**src/rtl/core/ermds_pkg.sv**
```systemverilog
// ----------------------------------------------------------------------------
// ermds_pkg: shared types and constants of the echo range meter
// Request and result payload structs, register map codes and the segment pattern table.
// ----------------------------------------------------------------------------
package ermds_pkg;

    typedef struct packed {
        logic echo_level;
        logic tick_50us;
        logic tick_1ms;
    } in_item_t;

    typedef struct packed {
        logic        trigger_pulse;
        logic [7:0]  segment_bits;
        logic [3:0]  digit_enable_n;
        logic [13:0] distance_value;
    } out_item_t;

    typedef enum logic [1:0] {
        REG_MIN_TICKS       = 2'd0,
        REG_MAX_TICKS       = 2'd1,
        REG_OVERRANGE_TICKS = 2'd2,
        REG_TIMEOUT_TICKS   = 2'd3
    } reg_index_t;

    localparam logic [15:0] MIN_TICKS_RST       = 16'd3;
    localparam logic [15:0] MAX_TICKS_RST       = 16'd500;
    localparam logic [15:0] OVERRANGE_TICKS_RST = 16'd760;
    localparam logic [15:0] TIMEOUT_TICKS_RST   = 16'd1000;

    localparam logic [15:0] COUNT_LIMIT    = 16'hFFFF;
    localparam logic [13:0] OVERRANGE_CODE = 14'd9999;
    localparam logic [15:0] OVERRANGE_BCD  = 16'h9999;

    // distance = count * 50 / 58 = count * 25 / 29, tracked one tick at a time
    localparam logic [5:0]  CONV_STEP  = 6'd25;
    localparam logic [5:0]  CONV_DIV   = 6'd29;

    localparam logic [3:0]  ENABLE_RST = 4'b1110;

    function automatic logic [7:0] seg_pattern(input logic [3:0] digit);
        logic [7:0] pat;
        case (digit)
            4'd0:    pat = 8'hDB;
            4'd1:    pat = 8'h50;
            4'd2:    pat = 8'h1F;
            4'd3:    pat = 8'h5D;
            4'd4:    pat = 8'hD4;
            4'd5:    pat = 8'hCD;
            4'd6:    pat = 8'hCF;
            4'd7:    pat = 8'hD8;
            4'd8:    pat = 8'hDF;
            4'd9:    pat = 8'hDD;
            default: pat = 8'h00;
        endcase
        return pat;
    endfunction

endpackage

```
**src/rtl/core/echo_range_meter_with_digit_scan_core.sv**
```systemverilog
// ----------------------------------------------------------------------------
// echo_range_meter_with_digit_scan_core: echo ranger with digit scan
// Measures echo width in 50 us ticks, stores the distance and scans its four
// decimal digits onto a multiplexed seven-segment display.
// ----------------------------------------------------------------------------
//  channel  | handshake          | payload
//  ---------+--------------------+---------------------------------------
//  in       | in_valid/in_ready  | in_data  (echo level, tick strobes)
//  out      | out_valid/out_ready| out_data (trigger, segments, enables,
//           |                    |           distance)
//  config   | APB psel/penable   | paddr[3:0], pwdata/prdata 32 bits
//
//  One request per cycle unless the result stalls: an input register, one
//  pass of logic, a result register that loads as the request advances.
//  The distance quotient and its BCD digits advance with each tick, so no
//  divider or multiplier lies in the path.
//  rst_n clears all but the data registers; config takes its reset values.
//  A stalled result holds the pass; the input register then holds one more.
// ----------------------------------------------------------------------------
module echo_range_meter_with_digit_scan_core
    import ermds_pkg::*;
(
    input  logic        clk,
    input  logic        rst_n,
    input  logic        in_valid,
    output logic        in_ready,
    input  in_item_t    in_data,
    output logic        out_valid,
    input  logic        out_ready,
    output out_item_t   out_data,
    input  logic        psel,
    input  logic        penable,
    input  logic        pwrite,
    input  logic [3:0]  paddr,
    input  logic [31:0] pwdata,
    output logic [31:0] prdata,
    output logic        pready
);

    // configuration
    logic [15:0] min_ticks_reg, max_ticks_reg, overrange_ticks_reg, timeout_ticks_reg;
    reg_index_t  cfg_index;
    logic        cfg_write;

    // pipeline
    logic      in_valid_reg, in_valid_next;
    in_item_t  in_data_reg;
    logic      out_valid_reg, out_valid_next;
    out_item_t out_data_reg, out_data_next;
    logic      advance;

    // measurement state
    logic        echo_prev_reg, echo_prev_next;
    logic [15:0] count_reg, count_next;
    logic        busy_reg, busy_next;
    logic [4:0]  rem_reg, rem_next;
    logic [13:0] quot_reg, quot_next;
    logic [15:0] quot_bcd_reg, quot_bcd_next;
    logic [13:0] dist_reg, dist_next;
    logic [15:0] dist_bcd_reg, dist_bcd_next;
    logic [1:0]  scan_reg, scan_next;
    logic [7:0]  seg_reg, seg_next;
    logic [3:0]  enable_reg, enable_next;
    logic        trigger;

    // ------------------------------------------------------------------
    // APB registers
    // ------------------------------------------------------------------
    assign pready    = 1'b1;
    assign cfg_index = reg_index_t'(paddr[3:2]);
    assign cfg_write = psel && penable && pwrite && pready;

    always_ff @(posedge clk or negedge rst_n)
    begin
        if (!rst_n)
        begin
            min_ticks_reg       <= MIN_TICKS_RST;
            max_ticks_reg       <= MAX_TICKS_RST;
            overrange_ticks_reg <= OVERRANGE_TICKS_RST;
            timeout_ticks_reg   <= TIMEOUT_TICKS_RST;
        end
        else if (cfg_write)
        begin
            case (cfg_index)
                REG_MIN_TICKS:       min_ticks_reg       <= pwdata[15:0];
                REG_MAX_TICKS:       max_ticks_reg       <= pwdata[15:0];
                REG_OVERRANGE_TICKS: overrange_ticks_reg <= pwdata[15:0];
                REG_TIMEOUT_TICKS:   timeout_ticks_reg   <= pwdata[15:0];
                default: ;
            endcase
        end
    end

    always_comb
    begin
        case (cfg_index)
            REG_MIN_TICKS:       prdata = {16'd0, min_ticks_reg};
            REG_MAX_TICKS:       prdata = {16'd0, max_ticks_reg};
            REG_OVERRANGE_TICKS: prdata = {16'd0, overrange_ticks_reg};
            REG_TIMEOUT_TICKS:   prdata = {16'd0, timeout_ticks_reg};
            default:             prdata = 32'd0;
        endcase
    end

    // ------------------------------------------------------------------
    // handshake
    // ------------------------------------------------------------------
    assign advance   = in_valid_reg && (!out_valid_reg || out_ready);
    assign in_ready  = !in_valid_reg || advance;
    assign out_valid = out_valid_reg;
    assign out_data  = out_data_reg;

    always_comb
    begin
        if (in_valid && in_ready)
            in_valid_next = 1'b1;
        else if (advance)
            in_valid_next = 1'b0;
        else
            in_valid_next = in_valid_reg;

        if (advance)
            out_valid_next = 1'b1;
        else if (out_ready)
            out_valid_next = 1'b0;
        else
            out_valid_next = out_valid_reg;
    end

    // ------------------------------------------------------------------
    // one pass over the held request
    // ------------------------------------------------------------------
    always_comb
    begin
        logic       rise, fall, step, carry;
        logic [5:0] rem_sum;
        logic       bcd_carry;
        logic [3:0] digit;
        logic [3:0] sel_digit;

        echo_prev_next = echo_prev_reg;
        count_next     = count_reg;
        busy_next      = busy_reg;
        rem_next       = rem_reg;
        quot_next      = quot_reg;
        quot_bcd_next  = quot_bcd_reg;
        dist_next      = dist_reg;
        dist_bcd_next  = dist_bcd_reg;
        scan_next      = scan_reg;
        seg_next       = seg_reg;
        enable_next    = enable_reg;
        trigger        = 1'b0;
        rem_sum        = 6'd0;
        carry          = 1'b0;
        bcd_carry      = 1'b0;
        digit          = 4'd0;
        sel_digit      = 4'd0;

        rise = in_data_reg.echo_level && !echo_prev_reg;
        fall = !in_data_reg.echo_level && echo_prev_reg;

        // edge handling sees the count before this request's tick
        if (fall)
        begin
            if (count_reg > min_ticks_reg && count_reg < max_ticks_reg)
            begin
                dist_next     = quot_reg;
                dist_bcd_next = quot_bcd_reg;
            end
            else if (count_reg >= overrange_ticks_reg)
            begin
                dist_next     = OVERRANGE_CODE;
                dist_bcd_next = OVERRANGE_BCD;
            end
        end
        if (rise || fall)
        begin
            count_next    = 16'd0;
            busy_next     = 1'b0;
            rem_next      = 5'd0;
            quot_next     = 14'd0;
            quot_bcd_next = 16'd0;
        end
        echo_prev_next = in_data_reg.echo_level;

        // 50 us tick: count saturates, quotient follows count*25/29
        step = in_data_reg.tick_50us && (count_next != COUNT_LIMIT);
        if (step)
        begin
            count_next = count_next + 16'd1;
            rem_sum    = {1'b0, rem_next} + CONV_STEP;
            if (rem_sum >= CONV_DIV)
            begin
                rem_sum = rem_sum - CONV_DIV;
                carry   = 1'b1;
            end
            rem_next = rem_sum[4:0];
            // quotient held at the overrange code, which is all that is shown
            if (carry && quot_next != OVERRANGE_CODE)
            begin
                quot_next = quot_next + 14'd1;
                bcd_carry = 1'b1;
                for (int i = 0; i < 4; i++)
                begin
                    digit = quot_bcd_next[i*4 +: 4];
                    if (bcd_carry)
                    begin
                        if (digit == 4'd9)
                        begin
                            digit = 4'd0;
                        end
                        else
                        begin
                            digit     = digit + 4'd1;
                            bcd_carry = 1'b0;
                        end
                    end
                    quot_bcd_next[i*4 +: 4] = digit;
                end
            end
        end
        if (in_data_reg.tick_50us && busy_next && count_next > timeout_ticks_reg)
            busy_next = 1'b0;

        // 1 ms tick: advance the digit scan
        if (in_data_reg.tick_1ms)
        begin
            scan_next   = scan_reg + 2'd1;
            sel_digit   = dist_bcd_next[{scan_next, 2'b00} +: 4];
            seg_next    = seg_pattern(sel_digit);
            enable_next = ~(4'b0001 << scan_next);
        end

        if (!busy_next)
        begin
            trigger   = 1'b1;
            busy_next = 1'b1;
        end

        out_data_next.trigger_pulse  = trigger;
        out_data_next.segment_bits   = seg_next;
        out_data_next.digit_enable_n = enable_next;
        out_data_next.distance_value = dist_next;
    end

    // ------------------------------------------------------------------
    // registers
    // ------------------------------------------------------------------
    always_ff @(posedge clk or negedge rst_n)
    begin
        if (!rst_n)
        begin
            in_valid_reg  <= 1'b0;
            out_valid_reg <= 1'b0;
            echo_prev_reg <= 1'b0;
            count_reg     <= 16'd0;
            busy_reg      <= 1'b0;
            rem_reg       <= 5'd0;
            quot_reg      <= 14'd0;
            quot_bcd_reg  <= 16'd0;
            dist_reg      <= 14'd0;
            dist_bcd_reg  <= 16'd0;
            scan_reg      <= 2'd0;
            seg_reg       <= 8'd0;
            enable_reg    <= ENABLE_RST;
        end
        else
        begin
            in_valid_reg  <= in_valid_next;
            out_valid_reg <= out_valid_next;
            if (advance)
            begin
                echo_prev_reg <= echo_prev_next;
                count_reg     <= count_next;
                busy_reg      <= busy_next;
                rem_reg       <= rem_next;
                quot_reg      <= quot_next;
                quot_bcd_reg  <= quot_bcd_next;
                dist_reg      <= dist_next;
                dist_bcd_reg  <= dist_bcd_next;
                scan_reg      <= scan_next;
                seg_reg       <= seg_next;
                enable_reg    <= enable_next;
            end
        end
    end

    always_ff @(posedge clk)
    begin
        if (in_valid && in_ready)
            in_data_reg <= in_data;
        if (advance)
            out_data_reg <= out_data_next;
    end

    // ------------------------------------------------------------------
    // assertions
    // ------------------------------------------------------------------
    a_busy_after_pass: assert property (@(posedge clk) disable iff (!rst_n)
        advance |=> busy_reg)
        else $error("busy flag not set after a pass");

    a_rem_bounded: assert property (@(posedge clk) disable iff (!rst_n)
        rem_reg < CONV_DIV[4:0])
        else $error("conversion remainder out of range");

    a_quot_bounded: assert property (@(posedge clk) disable iff (!rst_n)
        quot_reg <= OVERRANGE_CODE && dist_reg <= OVERRANGE_CODE)
        else $error("distance above overrange code");

    a_enable_one_cold: assert property (@(posedge clk) disable iff (!rst_n)
        $onehot(~enable_reg))
        else $error("digit enable not one-cold");

    a_no_lost_result: assert property (@(posedge clk) disable iff (!rst_n)
        (out_valid_reg && !out_ready) |-> !advance)
        else $error("result overwritten while stalled");

endmodule

```
**config.mk**
```make
export PLATFORM = sky130hd
export DESIGN_NAME = echo_range_meter_with_digit_scan_core
export DESIGN_NICKNAME = d
export VERILOG_FILES = /design/src/rtl/core/ermds_pkg.sv /design/src/rtl/core/echo_range_meter_with_digit_scan_core.sv
export SDC_FILE = /design/constraint.sdc
export NUM_CORES = 1
export LEC_CHECK = 0
export ABC_AREA = 1
export BUFFER_PORTS_ARGS = -buffer_cell sky130_fd_sc_hd__clkbuf_2
export CAP_MARGIN = 10
export CORE_MARGIN = 2
export CORE_UTILIZATION = 62
export CTS_BUF_LIST = sky130_fd_sc_hd__clkbuf_8
export DETAILED_ROUTE_END_ITERATION = 16
export GPL_TIMING_DRIVEN = 0
export PLACE_DENSITY = 0.84
export RECOVER_POWER = 25
export SLEW_MARGIN = 20
export SYNTH_ARGS = -nofsm -noshare
export SYNTH_HDL_FRONTEND = slang
export SYNTH_SLANG_ARGS = --single-unit
```
**constraint.sdc**
```tcl
create_clock -name clk -period 5.4 [get_ports clk]
set_input_delay 1.08 -clock clk [delete_from_list [all_inputs] [get_ports clk]]
set_output_delay 1.08 -clock clk [all_outputs]
set_load 0.02 [all_outputs]
```
==> results of run 1 <==
through the flow:
step	hold WS (ps)	cells
after global routing	491	1837
after CTS	479	1837
after floorplan	440	1497
after detailed placement	455	1805
after global placement	450	1803
final	480	1837
worst max-delay path: cells and delay by family, from the launching register on:
family / cells / cell delay (ps)
DFF: 1 / 390
xor gates and xnor gates: 1 / 190
and+or+nand+nor: 18 / 2220
adders and majority gates: 3 / 910
AOI/OAI and AO/OA: 1 / 130
buffers and inverters: 6 / 800
logic make-up after synthesis:
family          Yosys count  share of synthesized area, %
compound gates          269                          13.1
xor+xnor                 34                          2.54
fa+ha+maj                79                          8.42
buf+inv                 273                          9.86
flops                   193                          42.7
other cells               2                        0.0640
simple gates            632                          23.4
where the power goes:
| part | switching (mW) | internal [mW] |
|---|---|---|
| combinational | 1.45 | 0.717 |
| sequential | 0.228 | 1.91 |
| clock | 0.553 | 0.377 |
layer usage:
metal | share of wire (%) | routed length, um | GRT usage, % | up-vias
li1 | - | - | - | 5030
met1 | 41 | 12200 | 38.7 | 4980
met2 | 49 | 14600 | 52.5 | 452
met3 | 6.6 | 1990 | 5.03 | 85
met4 | 3.9 | 1170 | 14.7 | 0
met5 | 0 | 0 | 0 | -
worst max-delay path by stage:
stage / startpoint / end / slack, ps / cells after the start
floorplan: echo_prev_reg / out_data[26] / 1590 / 28
global placement: rst_n / timeout_ticks_reg[13] / 290 / 1
detailed placement: echo_prev_reg / out_data[26] / 690 / 29
CTS: echo_prev_reg / out_data[26] / 630 / 29
global route: echo_prev_reg / out_data[26] / 330 / 29
finish: echo_prev_reg / out_data[26] / 560 / 29
cell usage after synthesis (6+ instances only):
master,instances
dfstp_2,23
nand2_2,16
xnor2_1,8
o21ai_0,163
xor2_1,26
o211ai_1,12
nand4_1,32
nand3_1,56
o2111ai_1,16
nor2_1,70
nor2_2,8
buf_2,8
edfxtp_1,30
nand2_1,415
inv_2,10
a21oi_1,31
dfrtp_1,140
clkbuf_1,38
inv_1,187
nor3_1,11
buf_1,6
buf_4,18
a31oi_1,25
ha_1,79
area by class of cell:
cell class,instances,area (sq um)
inverter,198,743
clock inverter,14,113
clock buffer,18,248
buffer,75,415
tap,234,293
fill,1518,5780
multi-input combinational,1031,5630
timing repair buffer,74,413
sequential,193,5010
==> impl_metrics.json, run 1 <==
{
  "synth_edf_count": 30,
  "insertion_delay_ps": 490,
  "synth_flop_cell": "dfrtp_1",
  "rr_worst_depth": 29,
  "tns_ps": 0,
  "synthCells": 1482,
  "maxCapViolations": 1,
  "yosys-top-cells-area": "dfrtp_1 30%, nand2_1 13%, ha_1 8.4%, edfxtp_1 7.7%, o21ai_0 7.0%",
  "cts_root_buf": "clkbuf_8",
  "rsz0062_at_grt": "no",
  "cpMostUsedCell": "nand2_1",
  "final_util_pct": 69.0,
  "tritoncts": "done",
  "layout-drive-gt1-share_pct": 13.2,
  "tightest_slew_ps": 3600,
  "syn2layout_area_growth_pct": 9.57,
  "overflow": 0,
  "path_max_fanout": 10,
  "status": "finished with violations",
  "syn_area_per_cell_sq_um": 7.92,
  "max_stage_delay_ps": 390,
  "ios": 108,
  "fin_crit_ps": 4840,
  "diodes": 0,
  "worst_ep_arrival_time_ps": 5170,
  "dp_hpwl_mm": 22.1,
  "path_class": "register to register",
  "synth_area_sq_mm": 0.0117,
  "crit_required_ps": 5720,
  "worstHoldStart": "enable_reg[2]",
  "nets": 1715,
  "ys_warn_count": 0,
  "cts_hold_buf": 0,
  "violations": "max-capacitance violations, max-slew violations",
  "htreeDepth": 4,
  "core_sq_mm": 0.0186,
  "grt_pass1_wl_mm": 49.2,
  "grt_max_degree": 90,
  "drt_iter0_drc": 875,
  "yosys_register_bits": 193,
  "layout_common_cells": "415 x nand2_1, 190 x inv_1, 163 x o21ai_0, 140 x dfrtp_1, 79 x ha_1",
  "initial_core_util_pct": 63.0,
  "postCtsResizedCells": 0,
  "synth_top_area_share_pct": 29.8,
  "cts_buffers": 17,
  "leakage_nw": 6.27,
  "largest_reg_flops": 27,
  "dpl-instance-area_sq_mm": 0.0125,
  "hold_violations": 0,
  "clockBufferDepth": 2,
  "cts.clk_slew.worst_paths_ps": 100,
  "hold_end": "enable_reg[2]",
  "clkSinkCount": 193,
  "fp.dieH_um": 142,
  "wl_mm": 30.0,
  "remaining_drc_errors": 0,
  "reg2reg_slack_ps": 560,
  "final_cell_area_sq_mm": 0.0129,
  "synth-seq-area-share_pct": 42.7,
  "layout_worst_path_cycle_share_pct": 89.7,
  "final_common_cell": "nand2_1",
  "die_area_sq_mm": 0.0200,
  "place_congestion": 0.917,
  "peakVddDrop_uv": 215,
  "r2r-end": "out_data[26]",
  "port_buffers": 72,
  "dr.pass1.iters": 5,
  "drv_slew": 75,
  "worst_slew_margin_rel_pct": -140,
  "antenna_found_initial": 0,
  "whs_path_depth": 2,
  "dp_slack_ps": 689,
  "post_cts_buffers": 0,
  "hold_path.class": "register to register",
  "ys_types": 52,
  "num_vias": 10500,
  "layout_setup_ws_ps": 555,
  "via_per_inst": 5.74,
  "power_density_mw_per_mm2": 407,
  "setup_violations": 0,
  "crit_path_end_kind": "register",
  "clock-skew-final_ps": 14.9,
  "grt_use_total_pct": 30.9,
  "ant_nets": 0,
  "wl_per_cell_um": 16.3,
  "yosys.area.top_type": "dfrtp_1",
  "critPathLaunchType": "register",
  "die_w_um": 142,
  "regToRegStartpoint": "echo_prev_reg",
  "max_freq_mhz": 206,
  "cpMaxStageDelayCell": "dfrtp_1",
  "grt_pass1_vias": 10300,
  "rows": 50,
  "async_flop_share_pct": 84.5,
  "power_mw": 5.24
}
Power figures use the tool's default switching activity.
==> run 2, diff against run 1 <==
--- a/config.mk
+++ b/config.mk
@@ -5,7 +5,6 @@
 export SDC_FILE = /design/constraint.sdc
 export NUM_CORES = 1
 export LEC_CHECK = 0
-export ABC_AREA = 1
 export BUFFER_PORTS_ARGS = -buffer_cell sky130_fd_sc_hd__clkbuf_2
 export CAP_MARGIN = 10
 export CORE_MARGIN = 2
@@ -15,6 +14,7 @@
 export GPL_TIMING_DRIVEN = 0
 export PLACE_DENSITY = 0.84
 export RECOVER_POWER = 25
+export REMOVE_ABC_BUFFERS = 1
 export SLEW_MARGIN = 20
 export SYNTH_ARGS = -nofsm -noshare
 export SYNTH_HDL_FRONTEND = slang
==> constraint.sdc (replaced) <==
create_clock -name clk -period 4.9 [get_ports clk]
set_input_delay 0.98 -clock clk [delete_from_list [all_inputs] [get_ports clk]]
set_output_delay 0.98 -clock clk [all_outputs]
set_load 0.02 [all_outputs]
==> impl_metrics.json, run 2 <==
{
  "multiInputGateArea_sq_mm": 0.00584,
  "antenna_found_initial": 0,
  "die_area_sq_mm": 0.0196,
  "power_density_mw_per_mm2": 420,
  "synth_flop_cell": "dfrtp_1",
  "synthTopCellsByCount": "167 x nand2_1, 140 x dfrtp_1, 96 x inv_1, 79 x ha_1, 71 x o21ai_0",
  "ant_nets": 0,
  "netSwitchingFraction_pct": 38.6,
  "synthCells": 1140,
  "max_freq_mhz": 218,
  "largest_reg_flops": 27,
  "final_cells": 1428,
  "rows": 49,
  "via_per_inst": 6.06,
  "dp_hpwl_mm": 17.4,
  "grt_use_total_pct": 26.9,
  "remaining_drc_errors": 8,
  "drv_slew": 78,
  "intPower_mw": 3.21,
  "r2r-end": "out_data[18]",
  "initial_core_util_pct": 63.4,
  "ys_types": 84,
  "hold_violations": 0,
  "reg2reg_slack_ps": 310,
  "max_stage_delay_ps": 600,
  "cts_buffers": 17,
  "synth_area_sq_mm": 0.0115,
  "worst_slew_margin_rel_pct": -139,
  "fin_crit_ps": 4590,
  "yosys_register_bits": 193,
  "final_common_cell": "nand2_1",
  "layout_common_cells": "166 x nand2_1, 140 x dfrtp_1, 95 x inv_1, 78 x ha_1",
  "peakVddDrop_uv": 324,
  "diodes": 0,
  "ys_warn_count": 0,
  "ios": 108,
  "clockBufferDepth": 2,
  "grt_pass1_vias": 8575,
  "synth_top_area_share_pct": 30.5,
  "synth-seq-area-share_pct": 43.7,
  "status": "finished with violations",
  "p_sw_mw": 2.02,
  "maxCapViolations": 1,
  "path_class": "register to register",
  "seqPwrFrac_pct": 41.6,
  "worst_ep_arrival_time_ps": 4900,
  "insertion_delay_ps": 500,
  "die_w_um": 140,
  "core_sq_mm": 0.0181,
  "htreeDepth": 4,
  "path_cells": "inv_1 > ha_1 > a21oi_1 > o21ai_0 > a211oi_4 > nand3_2 > o21a_2 > nor2b_2 > o22ai_1 > mux4_2 > ha_1 > inv_1 > o21a_1 > a211oi_1",
  "overflow": 0,
  "rsz0062_at_grt": "no",
  "final_util_pct": 68.8,
  "path_max_fanout": 14,
  "violations": "design-rule violations, max-capacitance violations, max-slew violations",
  "rr_worst_depth": 14,
  "nets": 1311,
  "p_clk_share_pct": 22.1,
  "tritoncts": "done",
  "crit_path_end_kind": "register",
  "leakage_nw": 5.73,
  "cts_hold_buf": 0,
  "synth_most_common_cell": "nand2_1",
  "dr.pass1.iters": 14,
  "crit_required_ps": 5210,
  "wl_mm": 25.0,
  "hold_path.class": "register to register",
  "cts.clk_slew.worst_paths_ps": 110,
  "num_vias": 8650,
  "regToRegStartpoint": "max_ticks_reg[5]",
  "async_flop_share_pct": 84.5,
  "drt_iter0_drc": 654,
  "grt_max_degree": 87,
  "cp_top_family": "compound AO/OA/AOI/OAI gates",
  "syn_area_per_cell_sq_um": 10.1,
  "syn2layout_area_growth_pct": 8.50,
  "crit_start": "max_ticks_reg[5]",
  "layout_worst_path_cycle_share_pct": 93.7,
  "grt_pass1_wl_mm": 42.4,
  "synth_edf_count": 30,
  "yosys.area.top_type": "dfrtp_1",
  "combPwrFrac_pct": 36.3,
  "hold_ws_ps": 486,
  "cp.buffers_inverters": 2,
  "wl_per_cell_um": 17.5,
  "seqCellArea_sq_mm": 0.00501,
  "layout-drive-gt1-share_pct": 20.9,
  "tightest_slew_ps": 3580,
  "setup_violations": 0,
  "clock-skew-final_ps": 19.3,
  "crit_end": "out_data[18]",
  "cts_root_buf": "clkbuf_8",
  "cpMaxStageDelayCell": "mux4_2",
  "yosys-top-cells-area": "dfrtp_1 31%, ha_1 8.6%, edfxtp_1 7.9%, nand2_1 5.5%, mux2_2 5.4%",
  "port_buffers": 72,
  "clkSinkCount": 193,
  "critPathLaunchType": "register",
  "place_congestion": 0.875,
  "fillers": 1327,
  "placedCellCount": 1396,
  "tns_ps": 0,
  "fp.dieH_um": 140,
  "critical_path_depth": 14
}
==> run 2: cell count changes after synthesis, moves of 16 or more <==
cell     change
nand2_1    -248
o21ai_0     -92
inv_1       -91
mux2_2      +55
nand3_1     -38
a31oi_1     -23
a22o_1      +18
mux4_2      +18
and2_1      +17
nand2_2     -16
==> run 2: metrics by stage <==
step | worst slack, ps | total power [mW] | instance area, sq um
2_1_floorplan | 116 | 3.52 | 11200
3_3_place_gp | -1480 | 3.96 | 11800
3_5_place_dp | 33.2 | 4.06 | 12000
4_1_cts | 139 | 5.22 | 12400
5_1_grt | 95.9 | 5.54 | 12400
6_report | 309 | 5.23 | 12400
==> run 2: how the worst min path moves through the flow <==
stage / from / endpoint / slack [ps] / depth (start not counted)
after floorplan: busy_reg / busy_reg / 430 / 1
after global placement: busy_reg / busy_reg / 460 / 1
after detailed placement: busy_reg / busy_reg / 460 / 1
after CTS: busy_reg / busy_reg / 480 / 1
after global routing: busy_reg / busy_reg / 510 / 1
final: busy_reg / busy_reg / 490 / 1
==> run 2: layout make-up <==
cell class	count	area share, %
clock inverter	15	1.72
sequential	193	40.2
timing repair buffer	80	3.97
tap	229	2.30
clock buffer	17	1.88
multi-input combinational	798	47.0
inverter	96	2.92
==> run 2: timing repair <==
| item | in CTS | in global routing |
|---|---|---|
| setup buffers | 0 | 0 |
| setup endpoints to repair | 1 | 1 |
| pin swaps | 0 | 0 |
| resized for setup | 1 | 2 |
==> run 2: power groups by stage <==
| stage | Sequential (mW) | Clock [mW] | Combinational, mW |
|---|---|---|---|
| finish | 2.18 | 1.15 | 1.90 |
| global route | 2.21 | 1.22 | 2.11 |
| CTS | 2.17 | 1.17 | 1.88 |
| detailed placement | 2.20 | 0 | 1.86 |
| global placement | 2.19 | 0 | 1.77 |
| floorplan | 2.19 | 0 | 1.33 |
==> run 2: kinds of logic (layout without fill, tap and decap cells) <==
logic type / Yosys count / count (layout) / share of synthesized area, %
adder cells (fa/ha/maj): 79 / 79 / 8.62
flip-flops: 193 / 193 / 43.7
AO/OA/AOI/OAI: 217 / 217 / 13.8
XOR/XNOR: 33 / 33 / 2.52
other: 2 / 17 / 0.0655
buffers and inverters: 164 / 208 / 6.25
multiplexers: 80 / 80 / 9.59
AND/OR/NAND/NOR: 372 / 372 / 15.5
==> run 2: per-layer routing <==
layer  share of wire, %  wire length (um)  GRT usage [%]  vias up
li1                   -                 -              -     4083
met1                 45             11200           37.2     4243
met2                 48             12000           44.1      286
met3                5.4              1350           4.34       38
met4                1.9               471           8.29        0
met5                  0                 0              0        -
